### config.mk
export PLATFORM = sky130hd
export DESIGN_NAME = keyboard_input_fifo
export DESIGN_NICKNAME = d
export VERILOG_FILES = /design/src/sv/kif_pkg.sv /design/src/sv/keyboard_input_fifo.sv /design/src/sv/kif_ram.sv /design/src/sv/kif_decode.sv /design/src/sv/kif_queue_ctrl.sv
export SDC_FILE = /design/constraint.sdc
export NUM_CORES = 1
export LEC_CHECK = 0
export ABC_AREA = 1
export BUFFER_PORTS_ARGS = -buffer_cell sky130_fd_sc_hd__buf_2
export CAP_MARGIN = 20
export CORE_MARGIN = 10
export CORE_UTILIZATION = 55
export CTS_CLUSTER_DIAMETER = 120
export DETAILED_ROUTE_END_ITERATION = 7
export HOLD_SLACK_MARGIN = 0.02
export PLACE_DENSITY = 0.74
export SLEW_MARGIN = 10
export SYNTH_ARGS = -nofsm -noshare
export SYNTH_HDL_FRONTEND = slang
export SYNTH_SLANG_ARGS = --single-unit
### constraint.sdc
create_clock -name clock -period 3.49 [get_ports clock]
set_input_delay 0.1745 -clock clock [delete_from_list [all_inputs] [get_ports clock]]
set_output_delay 0.1745 -clock clock [all_outputs]
set_load 0.05 [all_outputs]
### src/sv/kif_pkg.sv
package kif_pkg;

   // Request action codes.
   localparam logic ACTION_KEY   = 1'b0;
   localparam logic ACTION_DRAIN = 1'b1;

   // Extended key codes.
   localparam logic [7:0] EXT_ENTER      = 8'd0;
   localparam logic [7:0] EXT_BACKSPACE  = 8'd1;
   localparam logic [7:0] EXT_UP         = 8'd2;
   localparam logic [7:0] EXT_DOWN       = 8'd3;
   localparam logic [7:0] EXT_FKEY_FIRST = 8'd4;
   localparam logic [7:0] EXT_FKEY_LAST  = 8'd15;

   // Bytes queued for Enter and Backspace.
   localparam logic [7:0] CHAR_NEWLINE   = 8'd10;
   localparam logic [7:0] CHAR_BACKSPACE = 8'd8;

   // Scroll command codes.
   localparam logic [1:0] SCROLL_NONE = 2'd0;
   localparam logic [1:0] SCROLL_DOWN = 2'd1;
   localparam logic [1:0] SCROLL_UP   = 2'd2;

   localparam int CHAR_W   = 8;
   localparam int SELECT_W = 4;
   localparam int FILL_W   = 7;

   // Decoded form of one request.
   typedef struct packed {
      logic                push;
      logic [CHAR_W-1:0]   push_byte;
      logic                pop;
      logic [1:0]          scroll_cmd;
      logic                select_valid;
      logic [SELECT_W-1:0] select_index;
   } kif_cmd_type;

   // Outcome of a request against the queue state.
   typedef struct packed {
      logic              popped;
      logic              dropped;
      logic [FILL_W-1:0] fill_level;
   } kif_stat_type;

endpackage

### src/sv/keyboard_input_fifo.sv
// Channel   Direction  Handshake              Payload
// req_      in         req_valid/req_ready    action, key_extended, key_code,
//                                             shift_held, alt_held
// rsp_      out        rsp_valid/rsp_ready    char_valid, char_out, dropped,
//                                             scroll_cmd, select_valid,
//                                             select_index, fill_level
//
// One request is taken per clock cycle unless a stalled response holds it
// back; each yields one response via stage one and the output register, a
// popped byte read through the registered read port of the byte store.
// Synchronous active-high reset empties the queue (pointers and count to
// zero) and clears both pipeline stages; the byte store is not cleared.
// A stall holds both stages, and req_ready falls only once both are occupied.
module keyboard_input_fifo
   import kif_pkg::*;
#(
   parameter int BUFFER_DEPTH = 64
) (
   input  logic                clock,
   input  logic                reset,

   input  logic                req_valid,
   output logic                req_ready,
   input  logic                req_action,
   input  logic                req_key_extended,
   input  logic [7:0]          req_key_code,
   input  logic                req_shift_held,
   input  logic                req_alt_held,

   output logic                rsp_valid,
   input  logic                rsp_ready,
   output logic                rsp_char_valid,
   output logic [7:0]          rsp_char_out,
   output logic                rsp_dropped,
   output logic [1:0]          rsp_scroll_cmd,
   output logic                rsp_select_valid,
   output logic [3:0]          rsp_select_index,
   output logic [6:0]          rsp_fill_level
);

   localparam int PTR_W = $clog2(BUFFER_DEPTH);

   kif_cmd_type          cmd;
   kif_stat_type         stat;
   logic                 accept;
   logic                 ram_wr_en, ram_rd_en;
   logic [PTR_W-1:0]     ram_wr_addr, ram_rd_addr;
   logic [CHAR_W-1:0]    ram_wr_data, ram_rd_data;

   // Stage one holds everything but the popped byte, which sits in the
   // read register of the byte store until it moves to the output.
   logic                 s1_valid_ff, s1_valid_in;
   logic                 s1_popped_ff;
   logic                 s1_dropped_ff;
   logic [1:0]           s1_scroll_ff;
   logic                 s1_select_valid_ff;
   logic [SELECT_W-1:0]  s1_select_index_ff;
   logic [FILL_W-1:0]    s1_fill_ff;
   logic                 s1_advance;

   logic                 out_valid_ff, out_valid_in;
   logic                 out_char_valid_ff;
   logic [CHAR_W-1:0]    out_char_ff;
   logic                 out_dropped_ff;
   logic [1:0]           out_scroll_ff;
   logic                 out_select_valid_ff;
   logic [SELECT_W-1:0]  out_select_index_ff;
   logic [FILL_W-1:0]    out_fill_ff;

   // Stage one can move on when the output register is empty or draining.
   // A new request may enter stage one when it is empty or moving on; the
   // byte store read register therefore only changes once its byte is taken.
   assign s1_advance = s1_valid_ff && (!out_valid_ff || rsp_ready);
   assign req_ready  = !s1_valid_ff || s1_advance;
   assign accept     = req_valid && req_ready;

   kif_decode u_decode (
      .action       (req_action),
      .key_extended (req_key_extended),
      .key_code     (req_key_code),
      .shift_held   (req_shift_held),
      .alt_held     (req_alt_held),
      .cmd          (cmd)
   );

   kif_queue_ctrl #(
      .BUFFER_DEPTH (BUFFER_DEPTH)
   ) u_queue_ctrl (
      .clock       (clock),
      .reset       (reset),
      .accept      (accept),
      .cmd         (cmd),
      .ram_wr_en   (ram_wr_en),
      .ram_wr_addr (ram_wr_addr),
      .ram_wr_data (ram_wr_data),
      .ram_rd_en   (ram_rd_en),
      .ram_rd_addr (ram_rd_addr),
      .stat        (stat)
   );

   // A pop never reads the entry written in the same cycle, since a request
   // either pushes or pops, never both.
   kif_ram #(
      .WIDTH (CHAR_W),
      .DEPTH (BUFFER_DEPTH)
   ) u_byte_store (
      .clock   (clock),
      .wr_en   (ram_wr_en),
      .wr_addr (ram_wr_addr),
      .wr_data (ram_wr_data),
      .rd_en   (ram_rd_en),
      .rd_addr (ram_rd_addr),
      .rd_data (ram_rd_data)
   );

   always_comb begin
      s1_valid_in = s1_valid_ff;
      if (accept) begin
         s1_valid_in = 1'b1;
      end else if (s1_advance) begin
         s1_valid_in = 1'b0;
      end
   end

   always_comb begin
      out_valid_in = out_valid_ff;
      if (s1_advance) begin
         out_valid_in = 1'b1;
      end else if (rsp_ready) begin
         out_valid_in = 1'b0;
      end
   end

   always_ff @(posedge clock) begin
      if (reset) begin
         s1_valid_ff  <= 1'b0;
         out_valid_ff <= 1'b0;
      end else begin
         s1_valid_ff  <= s1_valid_in;
         out_valid_ff <= out_valid_in;
      end
   end

   always_ff @(posedge clock) begin
      if (accept) begin
         s1_popped_ff       <= stat.popped;
         s1_dropped_ff      <= stat.dropped;
         s1_scroll_ff       <= cmd.scroll_cmd;
         s1_select_valid_ff <= cmd.select_valid;
         s1_select_index_ff <= cmd.select_index;
         s1_fill_ff         <= stat.fill_level;
      end
   end

   always_ff @(posedge clock) begin
      if (s1_advance) begin
         out_char_valid_ff   <= s1_popped_ff;
         out_char_ff         <= s1_popped_ff ? ram_rd_data : '0;
         out_dropped_ff      <= s1_dropped_ff;
         out_scroll_ff       <= s1_scroll_ff;
         out_select_valid_ff <= s1_select_valid_ff;
         out_select_index_ff <= s1_select_index_ff;
         out_fill_ff         <= s1_fill_ff;
      end
   end

   assign rsp_valid        = out_valid_ff;
   assign rsp_char_valid   = out_char_valid_ff;
   assign rsp_char_out     = out_char_ff;
   assign rsp_dropped      = out_dropped_ff;
   assign rsp_scroll_cmd   = out_scroll_ff;
   assign rsp_select_valid = out_select_valid_ff;
   assign rsp_select_index = out_select_index_ff;
   assign rsp_fill_level   = out_fill_ff;

endmodule

### src/sv/kif_ram.sv
module kif_ram #(
   parameter int WIDTH = 8,
   parameter int DEPTH = 64
) (
   input  logic                     clock,
   input  logic                     wr_en,
   input  logic [$clog2(DEPTH)-1:0] wr_addr,
   input  logic [WIDTH-1:0]         wr_data,
   input  logic                     rd_en,
   input  logic [$clog2(DEPTH)-1:0] rd_addr,
   output logic [WIDTH-1:0]         rd_data
);

   logic [WIDTH-1:0] mem_ff [DEPTH];
   logic [WIDTH-1:0] rd_data_ff;

   always_ff @(posedge clock) begin
      if (wr_en) begin
         mem_ff[wr_addr] <= wr_data;
      end
      if (rd_en) begin
         rd_data_ff <= mem_ff[rd_addr];
      end
   end

   assign rd_data = rd_data_ff;

endmodule

### src/sv/kif_decode.sv
module kif_decode
   import kif_pkg::*;
(
   input  logic              action,
   input  logic              key_extended,
   input  logic [CHAR_W-1:0] key_code,
   input  logic              shift_held,
   input  logic              alt_held,
   output kif_cmd_type       cmd
);

   always_comb begin
      cmd = '0;
      case (action)
         ACTION_DRAIN: begin
            cmd.pop = 1'b1;
         end
         ACTION_KEY: begin
            if (!key_extended) begin
               cmd.push      = 1'b1;
               cmd.push_byte = key_code;
            end else begin
               case (key_code)
                  EXT_ENTER: begin
                     cmd.push      = 1'b1;
                     cmd.push_byte = CHAR_NEWLINE;
                  end
                  EXT_BACKSPACE: begin
                     cmd.push      = 1'b1;
                     cmd.push_byte = CHAR_BACKSPACE;
                  end
                  EXT_UP: begin
                     cmd.scroll_cmd = shift_held ? SCROLL_DOWN : SCROLL_NONE;
                  end
                  EXT_DOWN: begin
                     cmd.scroll_cmd = shift_held ? SCROLL_UP : SCROLL_NONE;
                  end
                  default: begin
                     // Function keys only matter with alt held.
                     if (alt_held && key_code >= EXT_FKEY_FIRST
                         && key_code <= EXT_FKEY_LAST) begin
                        cmd.select_valid = 1'b1;
                        cmd.select_index = key_code[SELECT_W-1:0]
                                         - EXT_FKEY_FIRST[SELECT_W-1:0];
                     end
                  end
               endcase
            end
         end
         default: begin
            cmd = '0;
         end
      endcase
   end

endmodule

### src/sv/kif_queue_ctrl.sv
module kif_queue_ctrl
   import kif_pkg::*;
#(
   parameter int BUFFER_DEPTH = 64
) (
   input  logic                            clock,
   input  logic                            reset,
   input  logic                            accept,
   input  kif_cmd_type                     cmd,
   output logic                            ram_wr_en,
   output logic [$clog2(BUFFER_DEPTH)-1:0] ram_wr_addr,
   output logic [CHAR_W-1:0]               ram_wr_data,
   output logic                            ram_rd_en,
   output logic [$clog2(BUFFER_DEPTH)-1:0] ram_rd_addr,
   output kif_stat_type                    stat
);

   localparam int PTR_W = $clog2(BUFFER_DEPTH);
   localparam int CNT_W = $clog2(BUFFER_DEPTH + 1);
   localparam int EXT_W = (CNT_W > FILL_W) ? CNT_W : FILL_W;
   localparam logic [PTR_W-1:0] PTR_LAST = PTR_W'(BUFFER_DEPTH - 1);
   localparam logic [CNT_W-1:0] CNT_FULL = CNT_W'(BUFFER_DEPTH);

   logic [PTR_W-1:0] wr_ptr_ff, wr_ptr_in;
   logic [PTR_W-1:0] rd_ptr_ff, rd_ptr_in;
   logic [CNT_W-1:0] count_ff, count_in;
   logic [CNT_W-1:0] count_after;
   logic [EXT_W-1:0] count_ext;
   logic             full, empty, push_ok, pop_ok;

   assign full    = (count_ff == CNT_FULL);
   assign empty   = (count_ff == '0);
   assign push_ok = cmd.push && !full;
   assign pop_ok  = cmd.pop && !empty;

   always_comb begin
      count_after = count_ff;
      if (push_ok) begin
         count_after = count_ff + CNT_W'(1);
      end else if (pop_ok) begin
         count_after = count_ff - CNT_W'(1);
      end
   end

   always_comb begin
      wr_ptr_in = wr_ptr_ff;
      rd_ptr_in = rd_ptr_ff;
      count_in  = count_ff;
      if (accept) begin
         count_in = count_after;
         if (push_ok) begin
            wr_ptr_in = (wr_ptr_ff == PTR_LAST) ? '0 : wr_ptr_ff + PTR_W'(1);
         end
         if (pop_ok) begin
            rd_ptr_in = (rd_ptr_ff == PTR_LAST) ? '0 : rd_ptr_ff + PTR_W'(1);
         end
      end
   end

   always_ff @(posedge clock) begin
      if (reset) begin
         wr_ptr_ff <= '0;
         rd_ptr_ff <= '0;
         count_ff  <= '0;
      end else begin
         wr_ptr_ff <= wr_ptr_in;
         rd_ptr_ff <= rd_ptr_in;
         count_ff  <= count_in;
      end
   end

   assign ram_wr_en   = accept && push_ok;
   assign ram_wr_addr = wr_ptr_ff;
   assign ram_wr_data = cmd.push_byte;
   assign ram_rd_en   = accept && pop_ok;
   assign ram_rd_addr = rd_ptr_ff;

   // The fill level reports only the low bits of the count.
   assign count_ext       = EXT_W'(count_after);
   assign stat.popped     = pop_ok;
   assign stat.dropped    = cmd.push && full;
   assign stat.fill_level = count_ext[FILL_W-1:0];

endmodule
==> results.yml, run 1 <==
final_layout:
  syn2layout_area_growth_pct: 11.2
  final_cell_area_sq_um: 27800
  nets: 2470
  antenna_cells: 0
  register_area_sq_um: 17200
  multiInputGateArea_sq_um: 6310
  utilization_pct: 61.5
  drive_gt1_share_pct: 8.24
  fin_cells: 3089
  fill_cells: 3510
synthesis:
  synth-simple-area-share_pct: 21.6
  synthTopCellsByCount: "nand2_1, edfxtp_1, nor2_1"
  yosys_warnings: 0
  synth_edf_count: 560
  syn_nets: 2433
  yosysMostFrequentCell: "nand2_1"
  synth_compound_area_share_pct: 2.64
  synth_seq_area_share_pct: 69.0
  ys_async_sr_fraction_pct: 0
  netlist_area_sq_um: 25000
  yosysTopAreaCell: "edfxtp_1"
  synth.area.top_cells: "edfxtp_1, nand2_1, nand3_1"
  synth_flop_cell: "edfxtp_1"
  ys_seq_elements: 581
  synth_fa_ha_area_share_pct: 0.401
  netlist_instances: 2409
  ys_types: 34
  synth_top_family_by_area: "simple AND/OR/NAND/NOR gates"
  yosys.area.top_type_share_pct: 67.3
  muxShareOfSynthArea_pct: 0
  synth_xor_area_share_pct: 0.316
  syn_avg_cell_area_sq_um: 10.4
clocking:
  cts_tree: "yes"
  cts.sinks: 581
  numCtsBuffers: 57
  postCtsHoldBufs: 10
  htree_levels: 2
  cts_buffer_depth: 3
  post-cts-setup-buffers: 0
  insertion_delay_ns: 0.61
  ctsResizeCount: 0
  path_clk_slew_ns: 0.06
  cts-root-buf: "clkbuf_16"
floorplanning:
  die_y_um: 233
  die_w_um: 233
  io_pins: 42
  initial_core_util_pct: 55.3
  row_count: 78
  design.core.area_sq_um: 45200
  die_area_sq_um: 54300
critical_path:
  cp.arrival_ns: 3.15
  end_kind: "register"
  worst-r2r-setup-slack_ns: 0.85
  r2r_cells: 7
  path_class: "in -> reg"
  reg2reg_to: "u_byte_store.mem_ff[14][3]$_DFFE_PP_"
  crit_path_max_fanout: 14
  r2r-start: "u_queue_ctrl.count_ff[0]$_SDFFE_PP0P_"
  worst_setup_path_start_kind: "input port"
  required_ns: 3.72
routing:
  drtIter0Drc: 2053
  topRoutingLayerUsed: "met4"
  met3_length_um: 6030
  ant_nets: 0
  drc_errors: 0
  met1_length_um: 24100
  first_pass_iters: 6
  routedWlPerCell_um: 19.8
  wl_met2_um: 29200
  via_count: 17200
  vias_per_cell: 5.57
  wl_um: 61200
sta:
  finalHoldViolCount: 0
  setup_violations: 0
  timing.fmax_mhz: 342
  worst_pin_slew_ns: 1.03
  holdWs_ns: 0.0509
  fin_tns_setup_ns: 0
  fin_crit_sh_pct: 83.8
  rsz0062_at_grt: "no"
  slew_headroom_pct: 31.4
  layout_min_cycle_time_ns: 2.92
  maxSlewViolCount: 0
  skew_ns: 0.0192
place:
  place.gp.congestion: 0.932
  dpl_cell_area_sq_um: 25900
  dp_cells: 2977
  io_buffers: 41
  dp.final_hpwl_um: 36900
pwr:
  powerDensity_nw_per_um2: 537
  worst_ir_drop_vdd_uv: 478
  power_leakage_nw: 11.2
grt:
  grt-ovfl-total: 0
  grt_pass1_wl_um: 93900
  grt_pass1_vias: 16600
  antenna_found_initial: 0
  grt_max_degree: 156
  grtUsageTotal_pct: 22.5
min_path:
  min_path_type: "in -> reg"
  worstHoldEndpoint: "s1_select_valid_ff$_SDFFCE_PP0P_"
  worstHoldStart: "req_alt_held"
  holdPathStages: 4
job:
  maxCapViolCount: 0
status:
  status: "finished, final reports clean"
-- cell type report --
cell class              instances  area share [%]
clock buffers                  65            5.39
multi-input cells            1457            22.7
repair buffers                 90            2.38
flip-flops and latches        581            62.0
well taps                     600            2.70
clock inverters                37            1.22
inverters                     259            3.54
-- power by group --
group	leakage [nW]	internal [mW]	switching, mW
registers	4.90	7.69	0.0530
clock network	0.910	3.51	2.53
logic	5.38	0.301	0.837
-- logic make-up after synthesis --
kind of cell / Yosys count
adder cells (fa/ha/maj): 8
flip-flops: 581
buffers and inverters: 371
XOR/XNOR: 9
AO/OA/AOI/OAI: 128
AND/OR/NAND/NOR: 1312
-- metal layers --
| metal | GRT usage [%] | up-vias |
|---|---|---|
| met3 | 4.23 | 135 |
| met4 | 7.73 | 0 |
| li1 | - | 8016 |
| met1 | 30.0 | 8130 |
| met2 | 36.5 | 931 |
| met5 | 0 | - |
-- state kept, by name (all words and copies together), names as in the netlist --
signal	cells
s1_fill_ff	7
s1_valid_ff	1
u_queue_ctrl.count_ff	7
u_queue_ctrl.ram_rd_addr	6
rsp_select_valid	1
s1_scroll_ff	2
rsp_char_out	8
u_byte_store.rd_data	8
rsp_dropped	1
s1_popped_ff	1
s1_select_index_ff	4
s1_dropped_ff	1
rsp_select_index	4
rsp_valid	1
u_queue_ctrl.ram_wr_addr	6
rsp_scroll_cmd	2
s1_select_valid_ff	1
u_byte_store.mem_ff	512
rsp_char_valid	1
rsp_fill_level	7
-- critical path: stages --
cell and delay, ns:
dlygate4sd3_1 0.54, buf_2 0.15, inv_1 0.16, ha_1 0.26, nand3_1 0.12, nor2_1 0.17
nand2_1 0.09, nand2_2 0.25, nand3_4 0.20, inv_6 0.19, nand2_4 0.18, nor2_1 0.64
-- how the worst max path moves through the flow --
stage                               start                                    to  slack [ns]  cells past startpoint
after floorplan           req_key_code[3]   u_byte_store.mem_ff[0][3]$_DFFE_PP_        0.09                      9
after global placement    req_key_code[3]   u_byte_store.mem_ff[8][7]$_DFFE_PP_        0.73                     11
after detailed placement  req_key_code[3]   u_byte_store.mem_ff[8][0]$_DFFE_PP_        0.63                     11
after CTS                 req_key_code[2]  u_byte_store.mem_ff[14][4]$_DFFE_PP_        0.68                     12
after global routing      req_key_code[2]  u_byte_store.mem_ff[14][3]$_DFFE_PP_        0.36                     12
final                     req_key_code[2]  u_byte_store.mem_ff[14][3]$_DFFE_PP_        0.57                     12
-- layout by cell type, fill, tap and decap left out, types with 2 or more instances in the layout --
cell type / instances
xor2_1: 8
inv_1: 250
inv_2: 4
clkbuf_1: 6
nand3_2: 2
buf_12: 5
nand2_2: 4
and3_1: 2
a21oi_4: 3
dlygate4sd3_1: 10
nor2_2: 3
clkbuf_16: 59
a21oi_1: 33
edfxtp_1: 560
buf_4: 34
or2_2: 5
clkinv_1: 14
dfxtp_4: 2
inv_6: 4
o21ai_1: 15
clkinv_4: 2
nor3_1: 4
nand4_1: 9
ha_1: 8
nor2_4: 6
clkinv_2: 14
o22ai_1: 2
nand2_1: 731
nor2_1: 268
nand2_4: 7
bufinv_16: 6
buf_2: 41
o21ai_0: 72
dfxtp_1: 19
nand3_1: 269
-- stage by stage --
stage	setup WS, ns	power (mW)
CTS	0.682	14.9
global placement	0.730	8.98
detailed placement	0.634	9.00
finish	0.566	14.9
floorplan	0.0947	8.64
global route	0.359	15.4
(Power assumes the default switching activity.)
==> inputs of run 2 (changes only) <==
--- a/config.mk
+++ b/config.mk
@@ -5,7 +5,7 @@
 export SDC_FILE = /design/constraint.sdc
 export NUM_CORES = 1
 export LEC_CHECK = 0
-export ABC_AREA = 1
+export ABC_AREA = 0
 export BUFFER_PORTS_ARGS = -buffer_cell sky130_fd_sc_hd__buf_2
 export CAP_MARGIN = 20
 export CORE_MARGIN = 10
==> constraint.sdc (replaced) <==
create_clock -name clock -period 2.4 [get_ports clock]
set_input_delay 0.12 -clock clock [delete_from_list [all_inputs] [get_ports clock]]
set_output_delay 0.12 -clock clock [all_outputs]
set_load 0.05 [all_outputs]
==> run 2 against run 1 <==
The run now ends with negative setup slack left. Critical endpoint is now u_byte_store.rd_data[3]$_DFFE_PP_. Critical path type is now reg -> reg. Highest routed layer unchanged. Area after synthesis down 7.4%. Clock skew is 0.0026 ns lower. Global-route usage down 1.6 points. Final cell count shrank 34%. Non-clock buffer count grew 160. Routed wire length fell by 13%. Hold slack got worse by 0.0087 ns. Design area increased by 0.66%. Core utilization up 5.5 points.
==> results.yml, run 2 <==
final_layout:
  largest_reg_flops: 512
  syn2layout_area_growth_pct: 21.0
  final_common_cell: "edfxtp_1"
  antenna_cells: 0
  drive_gt1_share_pct: 36.0
  final_cell_area_sq_um: 28000
  top_register: "u_byte_store.mem_ff"
  mostFrequentLayoutCells: "edfxtp_1, buf_4, mux4_2, nor2_1, clkbuf_16"
  fill_cells: 2591
  nets: 1470
  utilization_pct: 67.0
status:
  status: "finished, violations left"
  violations: "negative setup slack"
clocking:
  numCtsBuffers: 55
  insertion_delay_ns: 0.61
  htree_levels: 2
  cts_tree: "yes"
  cts.sinks: 581
  cts_buffer_depth: 3
  path_clk_slew_ns: 0.06
  cts-root-buf: "clkbuf_16"
grt:
  grt_pass1_wl_um: 78400
  grt-ovfl-total: 0
  grt_pass1_vias: 12400
  grtUsageTotal_pct: 20.9
  grt_max_degree: 65
  antenna_found_initial: 0
pwr:
  powerDensity_nw_per_um2: 876
  power_leakage_nw: 9.13
  worst_ir_drop_vdd_uv: 518
synthesis:
  muxShareOfSynthArea_pct: 14.3
  syn_avg_cell_area_sq_um: 19.2
  ys_async_sr_fraction_pct: 0
  synth_seq_area_share_pct: 74.5
  synth.area.top_cells: "edfxtp_1, mux4_2, mux2i_1"
  synth_fa_ha_area_share_pct: 0.433
  synth_edf_count: 560
  syn_nets: 1228
  yosys_warnings: 0
  synth_top_family_by_area: "multiplexers"
  synth-simple-area-share_pct: 5.35
  ys_types: 69
  netlist_instances: 1204
  netlist_area_sq_um: 23100
  yosysTopAreaCell: "edfxtp_1"
  yosys.area.top_type_share_pct: 72.7
  synth_compound_area_share_pct: 3.15
  synth_flop_cell: "edfxtp_1"
  yosysMostFrequentCell: "edfxtp_1"
  ys_seq_elements: 581
  synth_xor_area_share_pct: 0.341
  synthTopCellsByCount: "edfxtp_1, mux4_2, nor2_1"
floorplanning:
  die_y_um: 225
  initial_core_util_pct: 55.4
  row_count: 75
  die_area_sq_um: 50600
  die_w_um: 225
  design.core.area_sq_um: 41800
  io_pins: 42
routing:
  via_count: 12500
  wl_um: 53100
  ant_nets: 0
  routedWlPerCell_um: 26.1
  first_pass_iters: 5
  drtIter0Drc: 1489
  drc_errors: 0
  vias_per_cell: 6.15
place:
  dp.final_hpwl_um: 32100
  place.gp.congestion: 1.01
  io_buffers: 41
  dpl_cell_area_sq_um: 25500
  dp_slack_ns: -0.362
critical_path:
  end_kind: "register"
  crit_path_max_fanout: 8
  path_class: "reg -> reg"
  cp.arrival_ns: 2.78
  worst_setup_path_start_kind: "register"
  required_ns: 2.74
job:
  maxCapViolCount: 0
sta:
  fin_ws_ns: -0.0438
  rsz0062_at_grt: "yes"
  setup_violations: 1
  worst_pin_slew_ns: 0.753
  maxSlewViolCount: 0
  layout_min_cycle_time_ns: 2.44
  fin_crit_sh_pct: 102
  slew_headroom_pct: 49.8
  timing.fmax_mhz: 409
  finalHoldViolCount: 0
  fin_tns_setup_ns: -0.0438
  skew_ns: 0.0165
  holdWs_ns: 0.0422
min_path:
  min_path_type: "in -> reg"
## run 2: cell types whose count changed after synthesis, moves of 13 or more
cell	change
mux2i_1	+46
mux4_2	+120
and2_1	+14
o21ai_0	-62
clkbuf_1	-17
mux2_2	+13
nand2_1	-697
nand3_1	-248
buf_2	-29
a21oi_1	-22
inv_1	-232
o21ai_1	-15
nor2_1	-169
## run 2: kinds of logic after synthesis
| group | count (synthesis) |
|---|---|
| flip-flops | 581 |
| AND/OR/NAND/NOR | 245 |
| multiplexers | 179 |
| AO/OA/AOI/OAI | 98 |
| buffers and inverters | 84 |
| XOR/XNOR | 9 |
| adder cells (fa/ha/maj) | 8 |
## run 2: layout make-up
cell class | count | area [sq um] | area share [%]
well taps | 539 | 674 | 2.41
clock buffers | 66 | 1450 | 5.18
flip-flops and latches | 581 | 17300 | 61.7
multi-input cells | 539 | 5720 | 20.4
clock inverters | 38 | 448 | 1.60
inverters | 19 | 78.8 | 0.282
repair buffers | 250 | 2350 | 8.42
## run 2: critical path, stage by stage (launching register included)
cell	delay, ns
dfxtp_4	0.42
buf_6	0.13
buf_16	0.14
buf_4	0.12
mux4_2	0.49
mux2_2	0.28
o22ai_1	0.34
a41o_1	0.17
nor2_1	0.07
## run 2: path summary, 6_finish.rpt
| path | from | to | slack, ns | cells after the start |
|---|---|---|---|---|
| hold / removal | req_key_code[3] | s1_select_index_ff[3]$_SDFFCE_PP0P_ | 0.04 | 4 |
| hold reg to reg | s1_fill_ff[0]$_DFFE_PP_ | rsp_fill_level[0]$_DFFE_PP_ | 0.42 | 0 |
| setup reg to reg | u_queue_ctrl.ram_rd_addr[0]$_SDFFE_PP0P_ | u_byte_store.rd_data[3]$_DFFE_PP_ | -0.04 | 8 |
| setup / recovery | u_queue_ctrl.ram_rd_addr[0]$_SDFFE_PP0P_ | u_byte_store.rd_data[3]$_DFFE_PP_ | -0.04 | 8 |
## run 2: per-stage QoR
stage	total power [mW]	cells
2_1_floorplan	13.9	1204
3_3_place_gp	15.2	1893
3_5_place_dp	15.2	1893
4_1_cts	24.3	2018
5_1_grt	25.3	2032
6_report	24.5	2032
## run 2: metal layers
layer  share of wire [%]  wire length, um  global-route usage, %  vias to the layer above
met5                   0                0                      0                        -
met4                 3.7             1960                   8.58                        0
met3                 8.5             4520                   3.96                      120
met2                  48            25400                   32.5                      605
met1                  40            21200                   28.7                     6413
li1                    -                -                      -                     5368
## run 2: where the power goes
group / switching, mW / internal [mW] / total, mW
Clock: 3.66 / 5.38 / 9.04
Sequential: 0.120 / 11.4 / 11.5
Combinational: 2.00 / 1.96 / 3.96
## run 2: repair_timing
action | in CTS | in global routing
endpoints found under the hold margin | 21 | 0
gates resized for setup | 18 | 34
setup buffers | 6 | 13
hold buffers | 14 | 0
gates cloned | 1 | 1
pin swaps | 3 | 9
endpoints found under the setup margin | 124 | 294
==> inputs of run 3 (changes only) <==
--- a/config.mk
+++ b/config.mk
@@ -9,11 +9,11 @@
 export BUFFER_PORTS_ARGS = -buffer_cell sky130_fd_sc_hd__buf_2
 export CAP_MARGIN = 20
 export CORE_MARGIN = 10
-export CORE_UTILIZATION = 55
+export CORE_UTILIZATION = 25
 export CTS_CLUSTER_DIAMETER = 120
 export DETAILED_ROUTE_END_ITERATION = 7
 export HOLD_SLACK_MARGIN = 0.02
-export PLACE_DENSITY = 0.74
+export PLACE_DENSITY = 0.4
 export SLEW_MARGIN = 10
 export SYNTH_ARGS = -nofsm -noshare
 export SYNTH_HDL_FRONTEND = slang
==> run 3 against run 2 <==
Sequential power barely moved. Highest routed layer unchanged. Via count down 0.94%. Global-route usage shrank 8.7 points. Largest power group unchanged. The run still ends with negative setup slack left.
==> results.yml, run 3 (same netlist as run 2, synthesis figures left out) <==
floorplanning:
  die_y_um: 324
  design.core.area_sq_um: 91700
  io_pins: 42
  die_w_um: 324
  die_area_sq_um: 105000
  initial_core_util_pct: 25.2
  row_count: 111
pwr:
  power_frac_comb_pct: 16.1
  total_power_mw: 25.8
  p_sw_share_pct: 24.6
  power.net_switching_mw: 6.34
  power_leakage_nw: 9.62
  seqPwrFrac_pct: 44.8
  powerDensity_nw_per_um2: 866
  cellInternalPower_mw: 19.5
  worst_ir_drop_vdd_uv: 355
  clkPwrFrac_pct: 39.1
sta:
  timing.fmax_mhz: 413
  slew_headroom_pct: 59.3
  fin_ws_ns: -0.0224
  finalHoldViolCount: 0
  setup_violations: 1
  layout_min_cycle_time_ns: 2.42
  maxSlewViolCount: 0
  rsz0062_at_grt: "yes"
  skew_ns: 0.0243
  fin_crit_sh_pct: 101
  worst_pin_slew_ns: 0.610
routing:
  vias_per_cell: 4.50
  drtIter0Drc: 1060
  routedWlPerCell_um: 23.6
  drc_errors: 0
  wl_um: 64900
  ant_nets: 0
  via_count: 12400
  first_pass_iters: 5
clocking:
  htree_levels: 3
  insertion_delay_ns: 0.60
  cts-root-buf: "clkbuf_16"
  cts.sinks: 581
  cts_tree: "yes"
  path_clk_slew_ns: 0.06
  numCtsBuffers: 68
  cts_buffer_depth: 3
grt:
  grt_pass1_wl_um: 92800
  grt-ovfl-total: 0
  grt_pass1_vias: 13000
  grt_max_degree: 65
  antenna_found_initial: 2
  grtUsageTotal_pct: 12.2
critical_path:
  worst_setup_path_start_kind: "register"
  path_class: "reg -> reg"
  cp.arrival_ns: 2.76
  required_ns: 2.74
  crit_slowest_cell: "mux4_2"
  crit_path_max_fanout: 7
  cpMostUsedCell: "buf_4"
  critPathMaxStageDelay_ns: 0.48
  end_kind: "register"
  path_cells: "buf_16, clkbuf_16, buf_4, mux4_2, mux2i_1, buf_4, o32ai_1, nor2_1, buf_4, nand3_2"
place:
  dp_cells: 2570
  io_buffers: 41
  dp.final_hpwl_um: 40800
  dp_slack_ns: -0.303
  dpl_cell_area_sq_um: 26700
  place.gp.congestion: 0.781
status:
  status: "finished, violations left"
  violations: "negative setup slack"
final_layout:
  mostFrequentLayoutCells: "edfxtp_1, buf_4, mux4_2, nor2_1, clkbuf_16"
  largest_reg_flops: 512
  final_common_cell: "edfxtp_1"
  fill_cells: 8798
  nets: 1535
  final_cell_area_sq_um: 29800
  fin_cells: 2751
  syn2layout_area_growth_pct: 29.0
  top_register: "u_byte_store.mem_ff"
  drive_gt1_share_pct: 39.8
  utilization_pct: 32.5
min_path:
  min_path_type: "in -> reg"
job:
  maxCapViolCount: 0
-- run 3: changes by cell type in the layout (fill, tap and decap cells not counted), sizes merged, moves of 3 or more --
| cell | before | now |
|---|---|---|
| buf | 234 | 285 |
| bufinv | 10 | 6 |
| clkbuf | 67 | 88 |
| clkinv | 26 | 29 |
| diode | 0 | 3 |
-- run 3: final timing paths --
path / slack (ns) / startpoint / cells after the start / to
min reg2reg: 0.42 / s1_select_valid_ff$_SDFFCE_PP0P_ / 0 / rsp_select_valid$_DFFE_PP_
min: 0.21 / req_key_extended / 3 / u_byte_store.mem_ff[50][0]$_DFFE_PP_
max reg2reg: -0.02 / u_queue_ctrl.ram_rd_addr[0]$_SDFFE_PP0P_ / 10 / u_byte_store.rd_data[6]$_DFFE_PP_
max: -0.02 / u_queue_ctrl.ram_rd_addr[0]$_SDFFE_PP0P_ / 10 / u_byte_store.rd_data[6]$_DFFE_PP_
-- run 3: power groups by stage --
stage	clock network (mW)	registers, mW	logic [mW]
5_1_grt	10.8	11.6	4.46
6_report	10.1	11.6	4.17
2_1_floorplan	0	11.8	2.10
4_1_cts	10.4	11.5	3.91
3_5_place_dp	0	11.8	3.66
3_3_place_gp	0	11.8	3.64
-- run 3: area by class of cell --
type                       count  area [sq um]  share of cell area [%]
inverter                      19          78.8                   0.264
sequential                   581         17300                    57.9
clock inverter                37           327                    1.10
multi-input combinational    539          5830                    19.5
clock buffer                  84          1830                    6.12
antenna                        3          7.51                  0.0252
timing repair buffer         302          3010                    10.1
tap                         1186          1480                    4.98
-- run 3: through the flow --
step	hold WS [ns]	setup TNS, ns
2_1_floorplan	0.305	-29.36
3_3_place_gp	0.403	-24.18
3_5_place_dp	0.405	-24.44
4_1_cts	0.196	-0.146
5_1_grt	0.207	-0.180
6_report	0.211	-0.0224
-- run 3: routing by layer --
layer | up-vias | wire [um] | global-route usage (%)
li1 | 5515 | - | -
met2 | 281 | 30600 | 19.4
met3 | 88 | 2700 | 2.55
met4 | 0 | 1550 | 3.51
met5 | - | 0 | 0
met1 | 6505 | 30100 | 16.7
-- run 3: critical path, delay by kind of cell (launching register included) --
kind | cells | cell delay, ns
flip-flops | 1 | 0.39
multiplexers | 2 | 0.63
AO/OA/AOI/OAI | 1 | 0.08
buffers and inverters | 5 | 0.75
AND/OR/NAND/NOR | 2 | 0.29
-- run 3: what timing repair did --
item / in CTS / in global routing
endpoints found under the setup margin: 255 / 175
hold buffers: 13 / 0
buffers inserted: 18 / 21
gates resized for setup: 34 / 55
cloned: 3 / 4
hold endpoints to repair: 12 / 0
pin swaps: 14 / 11
